==> src/rtl/sqb_pkg.sv <==
// ----------------------------------------------------------------------------
// sqb_pkg
// Shared widths, codes and the corner order table of the sprite quad batcher.
// ----------------------------------------------------------------------------
package sqb_pkg;

  localparam int unsigned MAX_SPRITES = 1024;
  localparam int unsigned CNT_W       = $clog2(MAX_SPRITES + 1);

  localparam int unsigned OPA_W  = 18;  // signed multiplier operand a
  localparam int unsigned OPB_W  = 29;  // signed multiplier operand b
  localparam int unsigned PROD_W = OPA_W + OPB_W;
  localparam int unsigned SIZE_W = 28;  // sprite size, Q.12 unsigned
  localparam int unsigned TERM_W = 44;  // one linear term, signed
  localparam int unsigned UV_W   = 17;
  localparam int unsigned VIDX_W = 13;
  localparam int unsigned BCNT_W = 11;

  localparam logic [UV_W-1:0] UV_MAX = '1;

  localparam logic [1:0] ACT_DRAW  = 2'd0;
  localparam logic [1:0] ACT_END   = 2'd1;
  localparam logic [1:0] ACT_BEGIN = 2'd2;

  localparam logic KIND_VERTEX = 1'b0;
  localparam logic KIND_FLUSH  = 1'b1;

  // which linear terms a corner uses: bit use_x picks the width term,
  // use_y the height term
  typedef struct packed {
    logic use_y;
    logic use_x;
  } corner_t;

  // triangle order 0,1,2,2,1,3
  function automatic corner_t corner_of(input logic [2:0] slot);
    corner_t c;
    c = '0;
    unique case (slot)
      3'd0:    c = '{use_y: 1'b0, use_x: 1'b0};
      3'd1:    c = '{use_y: 1'b0, use_x: 1'b1};
      3'd2:    c = '{use_y: 1'b1, use_x: 1'b0};
      3'd3:    c = '{use_y: 1'b1, use_x: 1'b0};
      3'd4:    c = '{use_y: 1'b0, use_x: 1'b1};
      3'd5:    c = '{use_y: 1'b1, use_x: 1'b1};
      default: c = '0;
    endcase
    return c;
  endfunction

endpackage

==> src/rtl/sqb_mul.sv <==
// ----------------------------------------------------------------------------
// sqb_mul
// Shared signed multiplier used by the sequencer for sizes and linear terms.
// ----------------------------------------------------------------------------
module sqb_mul (
  input  logic signed [sqb_pkg::OPA_W-1:0]  op_a_i,
  input  logic signed [sqb_pkg::OPB_W-1:0]  op_b_i,
  output logic signed [sqb_pkg::PROD_W-1:0] prod_o
);
  import sqb_pkg::*;

  logic signed [PROD_W-1:0] a_ext;
  logic signed [PROD_W-1:0] b_ext;

  assign a_ext  = PROD_W'(op_a_i);
  assign b_ext  = PROD_W'(op_b_i);
  assign prod_o = a_ext * b_ext;

endmodule

==> src/rtl/sqb_vtx.sv <==
// ----------------------------------------------------------------------------
// sqb_vtx
// One position axis of a corner: sum of the selected linear terms, rounded
// to integer Q.12, translated and saturated to 32 bits.
// ----------------------------------------------------------------------------
module sqb_vtx (
  input  sqb_pkg::corner_t                 corner_i,
  input  logic signed [sqb_pkg::TERM_W-1:0] term_x_i,
  input  logic signed [sqb_pkg::TERM_W-1:0] term_y_i,
  input  logic signed [31:0]                trans_i,
  output logic signed [31:0]                pos_o
);
  import sqb_pkg::*;

  localparam int unsigned SUM_W = TERM_W + 3;

  logic signed [SUM_W-1:0]    sum;
  logic signed [SUM_W-1:0]    tx_ext;
  logic signed [SUM_W-1:0]    ty_ext;
  logic signed [SUM_W-1:0]    tr_ext;
  logic signed [SUM_W-13:0]   shifted;

  assign tx_ext = corner_i.use_x ? SUM_W'(term_x_i) : '0;
  assign ty_ext = corner_i.use_y ? SUM_W'(term_y_i) : '0;
  // translation is a multiple of 4096 here, so it folds into the rounding sum
  assign tr_ext = {{(SUM_W-44){trans_i[31]}}, trans_i, 12'd0};
  assign sum    = tx_ext + ty_ext + tr_ext + SUM_W'(2048);
  assign shifted = sum[SUM_W-1:12];

  always_comb begin
    if (shifted[SUM_W-13:31] == '0 || shifted[SUM_W-13:31] == '1) begin
      pos_o = shifted[31:0];
    end else if (shifted[SUM_W-13]) begin
      pos_o = 32'sh8000_0000;
    end else begin
      pos_o = 32'sh7FFF_FFFF;
    end
  end

endmodule

==> src/rtl/sprite_quad_batcher.sv <==
// ----------------------------------------------------------------------------
// sprite_quad_batcher
// Expands textured sprites into two-triangle quads and closes batches with
// flush markers when the key changes, the batch fills, or on end.
// ----------------------------------------------------------------------------
// Usage:
//   Input words (valid/ready) carry a draw, begin or end command. Output
//   words (valid/ready) carry vertices (kind 0) or flush markers (kind 1);
//   last marks the final word caused by an input word.
//   A textured draw runs six passes through the one shared multiplier (two
//   sizes, four linear terms), then emits one word a cycle while the receiver
//   takes them: an optional flush marker and six vertices. An end with a
//   pending batch emits one flush marker. Begin, untextured draws, unused
//   codes and an end with no pending batch emit nothing.
//   The output register lets the next input word be accepted while the last
//   result still waits. A stalled receiver holds the output word and pauses
//   emission; the sequencer waits with it.
//   Reset clears the sprite count and key; no word is pending afterwards.
// ----------------------------------------------------------------------------
module sprite_quad_batcher (
  input  logic        clk_i,
  input  logic        rst_ni,

  input  logic        in_valid_i,
  output logic        in_ready_o,
  input  logic [1:0]  action_i,
  input  logic        has_texture_i,
  input  logic [15:0] batch_key_i,
  input  logic [14:0] tex_width_i,
  input  logic [14:0] tex_height_i,
  input  logic [31:0] rect_pos_i,
  input  logic [33:0] rect_size_i,
  input  logic [63:0] mat_linear_i,
  input  logic signed [31:0] mat_tx_i,
  input  logic signed [31:0] mat_ty_i,
  input  logic [31:0] color_i,

  output logic        out_valid_o,
  input  logic        out_ready_i,
  output logic        kind_o,
  output logic signed [31:0] pos_x_o,
  output logic signed [31:0] pos_y_o,
  output logic [sqb_pkg::UV_W-1:0]   tex_u_o,
  output logic [sqb_pkg::UV_W-1:0]   tex_v_o,
  output logic [31:0] vertex_color_o,
  output logic [sqb_pkg::VIDX_W-1:0] vertex_index_o,
  output logic [sqb_pkg::BCNT_W-1:0] batch_sprites_o,
  output logic [15:0] flushed_key_o,
  output logic        last_o
);
  import sqb_pkg::*;

  typedef enum logic [1:0] {
    ST_IDLE,
    ST_MUL,
    ST_EMIT
  } state_e;

  localparam logic [2:0] MUL_SX   = 3'd0;
  localparam logic [2:0] MUL_SY   = 3'd1;
  localparam logic [2:0] MUL_PA   = 3'd2;
  localparam logic [2:0] MUL_PB   = 3'd3;
  localparam logic [2:0] MUL_PC   = 3'd4;
  localparam logic [2:0] MUL_PD   = 3'd5;
  localparam logic [2:0] SLOT_END = 3'd5;

  state_e            state_q;
  logic [2:0]        step_q;
  logic [2:0]        slot_q;
  logic [CNT_W-1:0]  count_q;
  logic [15:0]       cur_key_q;
  logic [VIDX_W-1:0] vbase_q;
  logic              flush_pend_q;
  logic              has_verts_q;
  logic [BCNT_W-1:0] flush_cnt_q;
  logic [15:0]       flush_key_q;
  logic [VIDX_W-1:0] spr_base_q;

  // captured sprite payload and intermediate results
  logic [14:0]              tw_q, th_q;
  logic [16:0]              rw_q, rh_q;
  logic signed [15:0]       ma_q, mb_q, mc_q, md_q;
  logic signed [31:0]       tx_q, ty_q;
  logic [UV_W-1:0]          left_q, top_q, right_q, bottom_q;
  logic [31:0]              color_q;
  logic [SIZE_W-1:0]        sx_q, sy_q;
  logic signed [TERM_W-1:0] pa_q, pb_q, pc_q, pd_q;

  logic              accept;
  logic              is_draw;
  logic              need_flush;
  logic              emit_go;
  logic [BCNT_W-1:0] count_bc;
  logic [CNT_W+BCNT_W-1:0] count_wide;
  logic [17:0]       right_sum, bottom_sum;

  logic signed [OPA_W-1:0]  op_a;
  logic signed [OPB_W-1:0]  op_b;
  logic signed [PROD_W-1:0] prod;
  corner_t                  corner;
  logic signed [31:0]       vx, vy;

  assign in_ready_o = (state_q == ST_IDLE);
  assign accept     = in_valid_i && in_ready_o;
  assign is_draw    = (action_i == ACT_DRAW) && has_texture_i;
  assign need_flush = (count_q != '0) &&
                      ((count_q >= CNT_W'(MAX_SPRITES)) || (cur_key_q != batch_key_i));
  assign emit_go    = (state_q == ST_EMIT) && (!out_valid_o || out_ready_i);
  assign count_wide = {{BCNT_W{1'b0}}, count_q};
  assign count_bc   = count_wide[BCNT_W-1:0];

  assign right_sum  = 18'(rect_pos_i[15:0]) + 18'(rect_size_i[16:0]);
  assign bottom_sum = 18'(rect_pos_i[31:16]) + 18'(rect_size_i[33:17]);

  always_comb begin
    op_a = '0;
    op_b = '0;
    unique case (step_q)
      MUL_SX: begin
        op_a = OPA_W'({1'b0, rw_q});
        op_b = OPB_W'({1'b0, tw_q});
      end
      MUL_SY: begin
        op_a = OPA_W'({1'b0, rh_q});
        op_b = OPB_W'({1'b0, th_q});
      end
      MUL_PA: begin
        op_a = OPA_W'(ma_q);
        op_b = OPB_W'({1'b0, sx_q});
      end
      MUL_PB: begin
        op_a = OPA_W'(mb_q);
        op_b = OPB_W'({1'b0, sy_q});
      end
      MUL_PC: begin
        op_a = OPA_W'(mc_q);
        op_b = OPB_W'({1'b0, sx_q});
      end
      MUL_PD: begin
        op_a = OPA_W'(md_q);
        op_b = OPB_W'({1'b0, sy_q});
      end
      default: begin
        op_a = '0;
        op_b = '0;
      end
    endcase
  end

  sqb_mul u_mul (
    .op_a_i (op_a),
    .op_b_i (op_b),
    .prod_o (prod)
  );

  assign corner = corner_of(slot_q);

  sqb_vtx u_vtx_x (
    .corner_i (corner),
    .term_x_i (pa_q),
    .term_y_i (pb_q),
    .trans_i  (tx_q),
    .pos_o    (vx)
  );

  sqb_vtx u_vtx_y (
    .corner_i (corner),
    .term_x_i (pc_q),
    .term_y_i (pd_q),
    .trans_i  (ty_q),
    .pos_o    (vy)
  );

  // payload capture and multiplier results
  always_ff @(posedge clk_i) begin
    if (accept) begin
      tw_q     <= tex_width_i;
      th_q     <= tex_height_i;
      rw_q     <= rect_size_i[16:0];
      rh_q     <= rect_size_i[33:17];
      ma_q     <= mat_linear_i[15:0];
      mb_q     <= mat_linear_i[31:16];
      mc_q     <= mat_linear_i[47:32];
      md_q     <= mat_linear_i[63:48];
      tx_q     <= mat_tx_i;
      ty_q     <= mat_ty_i;
      color_q  <= color_i;
      left_q   <= UV_W'(rect_pos_i[15:0]);
      top_q    <= UV_W'(rect_pos_i[31:16]);
      right_q  <= (right_sum > 18'(UV_MAX)) ? UV_MAX : right_sum[UV_W-1:0];
      bottom_q <= (bottom_sum > 18'(UV_MAX)) ? UV_MAX : bottom_sum[UV_W-1:0];
    end
    if (state_q == ST_MUL) begin
      unique case (step_q)
        MUL_SX:  sx_q <= prod[SIZE_W+3:4];
        MUL_SY:  sy_q <= prod[SIZE_W+3:4];
        MUL_PA:  pa_q <= prod[TERM_W-1:0];
        MUL_PB:  pb_q <= prod[TERM_W-1:0];
        MUL_PC:  pc_q <= prod[TERM_W-1:0];
        MUL_PD:  pd_q <= prod[TERM_W-1:0];
        default: ;
      endcase
    end
  end

  always_ff @(posedge clk_i or negedge rst_ni) begin
    if (!rst_ni) begin
      state_q         <= ST_IDLE;
      step_q          <= '0;
      slot_q          <= '0;
      count_q         <= '0;
      cur_key_q       <= '0;
      vbase_q         <= '0;
      flush_pend_q    <= 1'b0;
      has_verts_q     <= 1'b0;
      flush_cnt_q     <= '0;
      flush_key_q     <= '0;
      spr_base_q      <= '0;
      out_valid_o     <= 1'b0;
      kind_o          <= KIND_VERTEX;
      pos_x_o         <= '0;
      pos_y_o         <= '0;
      tex_u_o         <= '0;
      tex_v_o         <= '0;
      vertex_color_o  <= '0;
      vertex_index_o  <= '0;
      batch_sprites_o <= '0;
      flushed_key_o   <= '0;
      last_o          <= 1'b0;
    end else begin
      // drop the word once taken unless the next one replaces it
      if (out_valid_o && out_ready_i && !emit_go) begin
        out_valid_o <= 1'b0;
      end
      unique case (state_q)
        ST_IDLE: begin
          if (accept) begin
            flush_cnt_q <= count_bc;
            flush_key_q <= cur_key_q;
            priority if (action_i == ACT_BEGIN) begin
              count_q <= '0;
              vbase_q <= '0;
            end else if (action_i == ACT_END) begin
              if (count_q != '0) begin
                flush_pend_q <= 1'b1;
                has_verts_q  <= 1'b0;
                count_q      <= '0;
                vbase_q      <= '0;
                state_q      <= ST_EMIT;
              end
            end else if (is_draw) begin
              flush_pend_q <= need_flush;
              has_verts_q  <= 1'b1;
              step_q       <= MUL_SX;
              slot_q       <= '0;
              state_q      <= ST_MUL;
              if (count_q == '0 || need_flush) begin
                cur_key_q  <= batch_key_i;
                count_q    <= CNT_W'(1);
                vbase_q    <= VIDX_W'(6);
                spr_base_q <= '0;
              end else begin
                count_q    <= count_q + CNT_W'(1);
                vbase_q    <= vbase_q + VIDX_W'(6);
                spr_base_q <= vbase_q;
              end
            end
          end
        end
        ST_MUL: begin
          step_q <= step_q + 3'd1;
          if (step_q == MUL_PD) begin
            state_q <= ST_EMIT;
          end
        end
        ST_EMIT: begin
          if (emit_go) begin
            out_valid_o <= 1'b1;
            if (flush_pend_q) begin
              kind_o          <= KIND_FLUSH;
              pos_x_o         <= '0;
              pos_y_o         <= '0;
              tex_u_o         <= '0;
              tex_v_o         <= '0;
              vertex_color_o  <= '0;
              vertex_index_o  <= '0;
              batch_sprites_o <= flush_cnt_q;
              flushed_key_o   <= flush_key_q;
              last_o          <= !has_verts_q;
              flush_pend_q    <= 1'b0;
              if (!has_verts_q) begin
                state_q <= ST_IDLE;
              end
            end else begin
              kind_o          <= KIND_VERTEX;
              pos_x_o         <= vx;
              pos_y_o         <= vy;
              tex_u_o         <= corner.use_x ? right_q : left_q;
              tex_v_o         <= corner.use_y ? bottom_q : top_q;
              vertex_color_o  <= color_q;
              vertex_index_o  <= spr_base_q + VIDX_W'(slot_q);
              batch_sprites_o <= '0;
              flushed_key_o   <= '0;
              last_o          <= (slot_q == SLOT_END);
              slot_q          <= slot_q + 3'd1;
              if (slot_q == SLOT_END) begin
                state_q <= ST_IDLE;
              end
            end
          end
        end
        default: state_q <= ST_IDLE;
      endcase
    end
  end

  // the batch never grows past its limit
  assert property (@(posedge clk_i) disable iff (!rst_ni)
    count_q <= CNT_W'(MAX_SPRITES))
    else $error("sprite count above batch limit");

  // a textured draw always blocks the input while it is expanded
  assert property (@(posedge clk_i) disable iff (!rst_ni)
    (accept && is_draw) |=> !in_ready_o)
    else $error("input ready right after a draw was accepted");

  // words of one item follow back to back once the receiver takes one
  assert property (@(posedge clk_i) disable iff (!rst_ni)
    (out_valid_o && out_ready_i && !last_o) |=> out_valid_o)
    else $error("gap inside the results of one item");

endmodule

==> config.mk <==
export PLATFORM = sky130hd
export DESIGN_NAME = sprite_quad_batcher
export DESIGN_NICKNAME = d
export VERILOG_FILES = /design/src/rtl/sqb_pkg.sv /design/src/rtl/sqb_mul.sv /design/src/rtl/sqb_vtx.sv /design/src/rtl/sprite_quad_batcher.sv
export SDC_FILE = /design/constraint.sdc
export NUM_CORES = 2
export LEC_CHECK = 0
export ABC_AREA = 1
export BUFFER_PORTS_ARGS = -buffer_cell sky130_fd_sc_hd__buf_4
export CAP_MARGIN = 40
export CORE_ASPECT_RATIO = 1.75
export CORE_MARGIN = 1
export CORE_UTILIZATION = 46
export DETAILED_ROUTE_END_ITERATION = 8
export GPL_ROUTABILITY_DRIVEN = 0
export MAX_ROUTING_LAYER = met4
export PLACE_DENSITY = 0.62
export SLEW_MARGIN = 10
export SYNTH_ARGS = -nofsm -noshare
export SYNTH_HDL_FRONTEND = slang
export SYNTH_HIERARCHICAL = 1
export SYNTH_SLANG_ARGS = --single-unit
==> constraint.sdc <==
create_clock -name clk_i -period 14.7 [get_ports clk_i]
set_input_delay 0.735 -clock clk_i [delete_from_list [all_inputs] [get_ports clk_i]]
set_output_delay 0.735 -clock clk_i [all_outputs]
set_load 0.02 [all_outputs]
==> results by group <==
Worst setup path
  • Kind of critical path: flop to flop
  • Worst path top cell family by delay: adder cells
  • Crit path largest cell delay: 0.75 ns
  • Critical-path top delay cell: sky130_fd_sc_hd__xor2_1
  • Maximum fanout encountered on the critical timing path: 28
  • Critical Path Source Type: flop
  • Required arrival time at the worst endpoint: 15.05 ns
  • Critical path buffer and inverter count: 6
  • Kind of end point of the critical path: flop
  • Top cell by count, worst path: sky130_fd_sc_hd__fa_1
  • Worst Path Arrival: 9.43 ns

CTS
  • H-tree level count: 3
  • Clock sink count: 784
  • Setup Buffers After CTS: 0
  • Skew-Pair Late Insertion Delay: 0.70 ns
  • CTS clk-pin slew, worst paths: 0.07 ns
  • Maximum clock path buffer count: 3
  • Clock tree from TritonCTS: done
  • Quantity of gates resized following cts: 0
  • CTS Buf Count: 76
  • Number of hold buffers added after CTS: 0
  • Root Buffer: sky130_fd_sc_hd__clkbuf_16

Place
  • Placed standard-cell area: 64300 um2
  • Port Buffer Count: 452
  • Estimated wirelength of the detail-placed design: 141000 um

STA
  • Final period utilization: 0.618
  • Number of failing hold endpoints at the final stage: 0
  • Unrepaired setup endpoints after global routing: false
  • Worst relative slew slack: 0.371
  • Peak clock frequency supported by timing: 110 MHz
  • Summed negative setup slack over all endpoints: 0 ns
  • Actual slew at the worst max-slew pin: 0.941 ns
  • Worst Clk Skew: 0.0585 ns
  • Final slew viol count: 0
  • Post-Route Hold Slack: 0.0244 ns
  • Final setup violation count: 0
  • Clock period minus final worst setup slack: 9.08 ns

Detailed routing
  • Residual DRC: 0
  • Antenna Violating Nets Remaining: 0
  • DRT iter0 DRCs: 3076
  • Final wirelength: 180000 um
  • Total via count in the routed design: 45800
  • Detailed-router iteration count before antenna repair: 6
  • Final routed wire length divided by cell count: 20.5 um
  • Ratio of routed vias to standard cells: 5.21

GRT
  • First-pass GRT wire length: 274000 um
  • Vias in the first global route: 47800
  • Global routing usage summed across all routing layers: 0.290
  • Largest net degree at the start of global routing: 107
  • Initial antenna violation count: 3
  • Remaining global-route overflow: 0

Synth
  • Post-Synthesis Cells: 6657
  • Mapped Avg Cell Area: 8.84 um2
  • Net count of the mapped netlist: 7763
  • Number of warning messages in the yosys log: 6
  • Combined area of all synthesized cells: 58900 um2

Die
  • Core Box Area: 127000 um2
  • Std cell rows: 173
  • Area of the die: 129000 um2
  • Starting Density: 0.464
  • Die X: 272 um
  • I/O pins: 453
  • Height of the die: 475 um

Layout
  • Count of nets after finishing: 8159
  • Total non-filler cell area in the finished layout: 66900 um2
  • Area growth, synth to finish: 13.7%
  • Share of cells above drive strength 1: 0.116
  • Utilization after layout: 0.528

Status
  • Result of the run: completed

Job
  • Max-cap viol count: 0

Worst hold path
  • Worst min-delay path category: input pin to asynchronous set/reset pin
state kept, by name, summed over array words and instances (netlist names), 44 cells and up:
register  count
pb_q         44
pd_q         44
pa_q         44
pc_q         44
path summary, 6_finish.rpt:
check                      slack, ns                             to  depth (start not counted)                   from
max reg2reg                     5.62             pa_q[23]$_DFFE_PP_                         26  step_q[0]$_DFFE_PN0P_
max                             5.62             pa_q[23]$_DFFE_PP_                         26  step_q[0]$_DFFE_PN0P_
min reg2reg                     0.44  vertex_color_o[7]$_DFFE_PN0P_                          1   color_q[7]$_DFFE_PP_
min                             0.02        tex_v_o[10]$_DFFE_PN0P_                          1                 rst_ni
max in group asynchronous      12.69        pos_y_o[24]$_DFFE_PN0P_                          4                 rst_ni
min in group clk_i              0.20             mb_q[10]$_DFFE_PP_                          1       mat_linear_i[26]
layout make-up:
type | instances | area (um2)
fillers | 11900 | 59900
multi-input cells | 4219 | 30300
flip-flops and latches | 784 | 22200
inverters | 1436 | 5410
repair buffers | 536 | 4290
clock buffers | 109 | 2180
well taps | 1662 | 2080
clock inverters | 32 | 379
diodes | 2 | 5.00
stage by stage:
stage | setup slack (ns) | instances
2_1_floorplan | 7.33 | 6657
3_3_place_gp | 5.74 | 8606
3_5_place_dp | 5.80 | 8636
4_1_cts | 5.75 | 8777
5_1_grt | 5.23 | 8780
6_report | 5.62 | 8780
routing by layer:
| metal | GRT usage | vias up | part of all wire |
|---|---|---|---|
| li1 | - | 21300 | - |
| met4 | 0.179 | 0 | 0.071 |
| met3 | 0.0437 | 617 | 0.056 |
| met5 | - | - | 0 |
| met1 | 0.312 | 22200 | 0.37 |
| met2 | 0.501 | 1686 | 0.51 |
cells in the final DEF (no fill, tap or decap), types with 8 or more instances in the layout:
| cell | n |
|---|---|
| sky130_fd_sc_hd__a31oi_1 | 10 |
| sky130_fd_sc_hd__a22oi_1 | 15 |
| sky130_fd_sc_hd__nand3_1 | 219 |
| sky130_fd_sc_hd__nor2_2 | 32 |
| sky130_fd_sc_hd__clkinv_1 | 13 |
| sky130_fd_sc_hd__nand3_2 | 16 |
| sky130_fd_sc_hd__xor2_1 | 64 |
| sky130_fd_sc_hd__buf_4 | 512 |
| sky130_fd_sc_hd__inv_2 | 39 |
| sky130_fd_sc_hd__inv_1 | 1390 |
| sky130_fd_sc_hd__nand2_2 | 33 |
| sky130_fd_sc_hd__ha_1 | 269 |
| sky130_fd_sc_hd__fa_1 | 558 |
| sky130_fd_sc_hd__buf_8 | 14 |
| sky130_fd_sc_hd__clkbuf_16 | 77 |
| sky130_fd_sc_hd__or2_2 | 8 |
| sky130_fd_sc_hd__xnor2_1 | 42 |
| sky130_fd_sc_hd__o21bai_1 | 30 |
| sky130_fd_sc_hd__a22o_1 | 126 |
| sky130_fd_sc_hd__nand2_1 | 1975 |
| sky130_fd_sc_hd__nor2_4 | 14 |
| sky130_fd_sc_hd__edfxtp_1 | 522 |
| sky130_fd_sc_hd__a21oi_1 | 175 |
| sky130_fd_sc_hd__nor3_1 | 30 |
| sky130_fd_sc_hd__clkbuf_1 | 19 |
| sky130_fd_sc_hd__a21o_1 | 9 |
| sky130_fd_sc_hd__o21ai_0 | 181 |
| sky130_fd_sc_hd__a221oi_1 | 15 |
| sky130_fd_sc_hd__nor2_1 | 295 |
| sky130_fd_sc_hd__nand4_1 | 34 |
| sky130_fd_sc_hd__clkbuf_8 | 13 |
| sky130_fd_sc_hd__dfrtp_1 | 262 |
Power is not shown: default switching activity piles up to over one toggle a cycle in this logic, so the estimate is an artifact.
